===== src/sv/mp2d_pkg.sv =====
// Shared types, constants and microcode definitions for the 2-D max pooling block.
package mp2d_pkg;

  // Build-time geometry.
  localparam int MAX_HEIGHT  = 64;
  localparam int MAX_WIDTH   = 64;
  localparam int ROW_STEP    = 1;
  localparam int COL_STEP    = 1;
  localparam int ROW_SPACING = 1;
  localparam int COL_SPACING = 1;
  localparam int OUT_LIMIT   = 64;

  // Field widths fixed by the register map and the item formats.
  localparam int SAMPLE_W   = 16;
  localparam int DIM_W      = 7;
  localparam int KER_W      = 5;
  localparam int PAD_W      = 4;
  localparam int CFG_IDX_W  = 4;
  localparam int CFG_DATA_W = 8;

  // Derived widths.
  localparam int DEPTH   = MAX_HEIGHT * MAX_WIDTH;
  localparam int ADDR_W  = (DEPTH > 1) ? $clog2(DEPTH) : 1;
  localparam int ROW_W   = $clog2(MAX_HEIGHT + 1);
  localparam int COL_W   = $clog2(MAX_WIDTH + 1);
  localparam int OUT_W   = $clog2(OUT_LIMIT);
  localparam int PROD_W  = 2 * DIM_W;
  localparam int KER_MAX = (1 << KER_W) - 1;
  // Signed tap coordinate: covers the farthest tap of the farthest output plus a sign bit.
  localparam int TAP_W = $clog2((OUT_LIMIT - 1) * ROW_STEP + KER_MAX * ROW_SPACING
                                + (OUT_LIMIT - 1) * COL_STEP + KER_MAX * COL_SPACING + 1) + 1;

  localparam logic signed [SAMPLE_W-1:0] SAMPLE_MIN = {1'b1, {(SAMPLE_W-1){1'b0}}};

  // Input item kinds.
  localparam logic KIND_LOAD = 1'b0;
  localparam logic KIND_POOL = 1'b1;

  // Configuration register indexes.
  typedef logic [CFG_IDX_W-1:0] cfg_idx_t;
  localparam cfg_idx_t REG_IN_HEIGHT     = 4'd0;
  localparam cfg_idx_t REG_IN_WIDTH      = 4'd1;
  localparam cfg_idx_t REG_OUT_HEIGHT    = 4'd2;
  localparam cfg_idx_t REG_OUT_WIDTH     = 4'd3;
  localparam cfg_idx_t REG_KERNEL_HEIGHT = 4'd4;
  localparam cfg_idx_t REG_KERNEL_WIDTH  = 4'd5;
  localparam cfg_idx_t REG_PAD_TOP       = 4'd6;
  localparam cfg_idx_t REG_LEFT_PAD      = 4'd7;

  typedef struct packed {
    logic                       kind;
    logic signed [SAMPLE_W-1:0] sample;
  } in_item_t;

  typedef struct packed {
    logic signed [SAMPLE_W-1:0] max_value;
    logic                       empty_res;
    logic                       last;
  } out_item_t;

  // Microprogram steps.
  typedef enum logic [2:0] {
    ST_IDLE     = 3'd0,
    ST_INIT     = 3'd1,
    ST_ROW      = 3'd2,
    ST_TAP      = 3'd3,
    ST_ROW_NEXT = 3'd4,
    ST_EMIT     = 3'd5
  } step_t;

  // Condition that keeps the step counter where it is.
  typedef enum logic [1:0] {
    H_NONE     = 2'd0,
    H_NO_REQ   = 2'd1,
    H_OUT_BUSY = 2'd2
  } hold_t;

  // Condition that takes the jump to the target step.
  typedef enum logic [2:0] {
    J_NEVER    = 3'd0,
    J_ALWAYS   = 3'd1,
    J_KH_ZERO  = 3'd2,
    J_ROW_SKIP = 3'd3,
    J_KW_MORE  = 3'd4,
    J_KH_MORE  = 3'd5
  } jmp_t;

  typedef struct packed {
    hold_t hold_sel;
    jmp_t  jmp_sel;
    step_t target;
    logic  accept;
    logic  init;
    logic  row_start;
    logic  tap;
    logic  row_next;
    logic  emit;
  } ctrl_t;

  typedef struct packed {
    logic no_req;
    logic out_busy;
    logic kh_zero;
    logic row_skip;
    logic kw_more;
    logic kh_more;
  } cond_t;

  localparam ctrl_t CTRL_NOP = '{
    hold_sel:  H_NONE,
    jmp_sel:   J_NEVER,
    target:    ST_IDLE,
    accept:    1'b0,
    init:      1'b0,
    row_start: 1'b0,
    tap:       1'b0,
    row_next:  1'b0,
    emit:      1'b0
  };

  function automatic logic [DIM_W-1:0] clamp_dim(logic [DIM_W-1:0] v, int hi);
    if (v == '0) return DIM_W'(1);
    if (int'(v) > hi) return DIM_W'(hi);
    return v;
  endfunction

endpackage


===== src/sv/mp2d_seq.sv =====
// Microcode sequencer: step counter, control store and jump logic.
module mp2d_seq (
  input  logic            clk,
  input  logic            rst,
  input  mp2d_pkg::cond_t cond,
  output mp2d_pkg::ctrl_t ctrl
);
  import mp2d_pkg::*;

  step_t pc;
  step_t pc_next;
  logic  hold_hit;
  logic  jmp_hit;

  // Control store: one word per step.
  always_comb begin
    ctrl = CTRL_NOP;
    unique case (pc)
      ST_IDLE: begin
        ctrl.accept   = 1'b1;
        ctrl.hold_sel = H_NO_REQ;
      end
      ST_INIT: begin
        ctrl.init    = 1'b1;
        ctrl.jmp_sel = J_KH_ZERO;
        ctrl.target  = ST_EMIT;
      end
      ST_ROW: begin
        ctrl.row_start = 1'b1;
        ctrl.jmp_sel   = J_ROW_SKIP;
        ctrl.target    = ST_ROW_NEXT;
      end
      ST_TAP: begin
        ctrl.tap     = 1'b1;
        ctrl.jmp_sel = J_KW_MORE;
        ctrl.target  = ST_TAP;
      end
      ST_ROW_NEXT: begin
        ctrl.row_next = 1'b1;
        ctrl.jmp_sel  = J_KH_MORE;
        ctrl.target   = ST_ROW;
      end
      ST_EMIT: begin
        ctrl.emit     = 1'b1;
        ctrl.hold_sel = H_OUT_BUSY;
        ctrl.jmp_sel  = J_ALWAYS;
        ctrl.target   = ST_IDLE;
      end
      default: begin
        ctrl.jmp_sel = J_ALWAYS;
        ctrl.target  = ST_IDLE;
      end
    endcase
  end

  always_comb begin
    unique case (ctrl.hold_sel)
      H_NO_REQ:   hold_hit = cond.no_req;
      H_OUT_BUSY: hold_hit = cond.out_busy;
      default:    hold_hit = 1'b0;
    endcase

    unique case (ctrl.jmp_sel)
      J_ALWAYS:   jmp_hit = 1'b1;
      J_KH_ZERO:  jmp_hit = cond.kh_zero;
      J_ROW_SKIP: jmp_hit = cond.row_skip;
      J_KW_MORE:  jmp_hit = cond.kw_more;
      J_KH_MORE:  jmp_hit = cond.kh_more;
      default:    jmp_hit = 1'b0;
    endcase

    if (hold_hit) begin
      pc_next = pc;
    end else if (jmp_hit) begin
      pc_next = ctrl.target;
    end else begin
      pc_next = step_t'(3'(pc + 3'd1));
    end
  end

  always_ff @(posedge clk) begin
    if (rst) begin
      pc <= ST_IDLE;
    end else begin
      pc <= pc_next;
    end
  end

endmodule


===== config.mk =====
export PLATFORM = sky130hd
export DESIGN_NAME = mp2d_seq
export DESIGN_NICKNAME = d
export VERILOG_FILES = /design/src/sv/mp2d_pkg.sv /design/src/sv/mp2d_seq.sv
export SDC_FILE = /design/constraint.sdc
export NUM_CORES = 1
export LEC_CHECK = 0
export ABC_CLOCK_PERIOD_IN_PS = 2700
export BUFFER_PORTS_ARGS = -buffer_cell sky130_fd_sc_hd__buf_2
export CORE_AREA = 2 2 39 41
export DETAILED_ROUTE_END_ITERATION = 8
export DIE_AREA = 0 0 41 43
export HOLD_SLACK_MARGIN = 0.05
export SYNTH_ARGS = -nofsm -noshare
export SYNTH_HDL_FRONTEND = slang
export SYNTH_SLANG_ARGS = --single-unit

===== constraint.sdc =====
create_clock -name clk -period 2.7 [get_ports clk]
set_clock_uncertainty 0.1 [all_clocks]
set_input_delay 0.27 -clock clk [delete_from_list [all_inputs] [get_ports clk]]
set_output_delay 0.27 -clock clk [all_outputs]
set_load 0.05 [all_outputs]

==> impl_metrics.yaml <==
timing:
  rsz0062_at_grt: "no"
  clock.fmax_ghz: 0.4629
  setup_viol: 0
  hold_viol: 0
  min_period_over_period_pct: 80.02
  worst_slew_pin_slew_ns: 0.3881
  report.final.slew_viol_count: 0
  max-slew-margin-rel_pct: 74.09
  finalWorstSetupSlack_ns: 0.5395
  finalCriticalPeriod_ns: 2.161
  setup-tns-final_ns: 0
die:
  io_pins: 22
  die_x_microns: 41
  start_util_pct: 30.92
  num_rows: 14
  dieArea_sq_um: 1763
  fp.dieH_microns: 43
  core_area_sq_um: 1384
worst_setup_path:
  start_kind: "register"
  crit_top_cell: "ha_1"
  r2r_cells: 7
  critical_path_class: "register to output port"
  crit_path_cell_trace: "ha_1 > ha_1 > o21ai_0 > a21oi_1 > a21o_1 > buf_2"
  cp-end-kind: "output port"
  cp_max_fo: 7
  worstPathArrival_ns: 1.79
  crit_required_ns: 2.33
  slowest_delay_ns: 0.37
  crit_path_top_delay_cell: "dfxtp_1"
place:
  hpwl_microns: 797.5
  dp_slack_ns: 0.6114
  io_buffers: 21
  dpl-instance-area_sq_um: 519.2
  gp_congestion: 0.7230
detailed_routing:
  wire_per_inst_microns: 10.93
  drt-total-wl_microns: 995
  drtAntennaViolNets: 0
  drt-pass1-iter-count: 4
  drc: 0
  via_per_inst: 5.000
  drt-initial-drc-count: 13
  dr_total_vias: 455
finish:
  regMostFlops: "pc"
  largest_register_ffs: 3
  n_antenna_cell: 0
  fin_area_sq_um: 545.5
  final_nets: 89
  area_growth_pct: 27.49
  fin_util_pct: 39.42
  top_regs: "pc x3"
  drive_gt1_share_pct: 45.33
  nFillCells: 154
logic_synthesis:
  synthAdderAreaFrac_pct: 14.62
  yosys-top-cells-count: "inv_1, ha_1"
  seq_area_frac_synth_pct: 14.04
  synth_xor_area_share_pct: 0
  synth_top_family_by_area: "simple AND/OR/NAND/NOR gates"
  synth_fp_nets: 67
  synth.distinct_cells: 31
  syn-mean-instance-area_sq_um: 7.924
  synth_top_area_cell: "ha_1"
  synth_compound_area_share_pct: 27.19
  syn-cell-area_sq_um: 427.9
  synth.area.mux_share_pct: 2.632
  synth_top_area_share_pct: 14.62
  synthFlopType: "dfxtp_1"
  ys_top_cells_by_area: "ha_1, dfxtp_1, and2_2, buf_4, inv_1"
  synth_warnings: 0
  synthArstFlopShare_pct: 0
  synth_most_common_cell: "inv_1"
  synth_edf_count: 0
  synthSimpleGateAreaFrac_pct: 27.49
  syn-instance-count: 54
  ys_seq_elements: 3
global_route:
  grt_first_pass_wirelength_mm: 1.449
  grt.overflow.total: 0
  grt_pass1_vias: 377
  grt_max_degree: 12
  grt_use_total_pct: 12.12
  antenna_found_initial: 0
clock_network:
  h-tree-depth: 1
  cts_setup_buffers: 0
  clk-insertion-delay-late_ns: 0.23
  clkTransAtPathRegs_ns: 0.03
  ctsResizeCount: 0
  cts_tree: "done"
  cts_sinks: 3
  cts_root_buf: "clkbuf_4"
  cts_buffers: 3
  clockBufferDepth: 2
  ctsHoldBuffers: 0
flow_run:
  cap_violations: 0
hold_path:
  holdPathStages: 2
  hold_class: "input pin to register"
run_status:
  status: "finished, final reports clean"
-- kinds of logic after synthesis --
group	count (synthesis)
simple gates	19
compound gates	15
buf+inv	11
fa+ha+maj	5
flops	3
mux	1
-- routing by layer --
metal,wire length [microns],global-route usage [%]
met5,0,0
met3,81,6.283
met4,0,2.000
met1,451,12.14
met2,462,21.25
-- area by class of cell --
| class | count | area, sq um | share of cell area [%] |
|---|---|---|---|
| Multi-Input combinational cell | 40 | 307.8 | 56.42 |
| Timing Repair Buffer | 21 | 105.1 | 19.27 |
| Sequential cell | 3 | 60.06 | 11.01 |
| Tap cell | 16 | 20.02 | 3.670 |
| Inverter | 7 | 26.28 | 4.817 |
| Clock buffer | 4 | 26.28 | 4.817 |
-- cells in the final DEF, fill, tap and decap left out, types with 2 or more instances in the layout --
cell	synthesis	final
a21oi_1	2	2
inv_1	6	6
o211ai_1	2	2
clkbuf_4	0	3
nand2_1	3	3
nor2_1	2	2
buf_2	0	21
dfxtp_1	3	3
ha_1	5	5
and2_2	3	3
nor2b_1	2	2
nand3_1	3	3
-- stage by stage --
| step | instances | hold WS, ns |
|---|---|---|
| floorplan | 54 | 0.2391 |
| global placement | 87 | 0.3799 |
| detailed placement | 87 | 0.3839 |
| CTS | 91 | 0.1355 |
| global route | 91 | 0.1336 |
| finish | 91 | 0.1487 |
-- worst max-delay path: cells and delay by family, from the launching register on --
| kind | cells | cell delay (ns) |
|---|---|---|
| AO/OA/AOI/OAI | 3 | 0.37 |
| flip-flops | 1 | 0.37 |
| buffers and inverters | 1 | 0.26 |
| adder cells (fa/ha/maj) | 2 | 0.55 |
-- worst paths after layout --
path	startpoint	endpoint	slack [ns]
worst max-delay path	pc[0]	ctrl[6]	0.54
worst min-delay path	rst	pc[1]	0.15
worst max register to register	pc[0]	pc[2]	0.60
worst min register to register	pc[1]	pc[1]	0.40
Power is left out: the tool's default activity adds up to more than one toggle a clock period on the data nets, which glitch-free logic cannot reach.
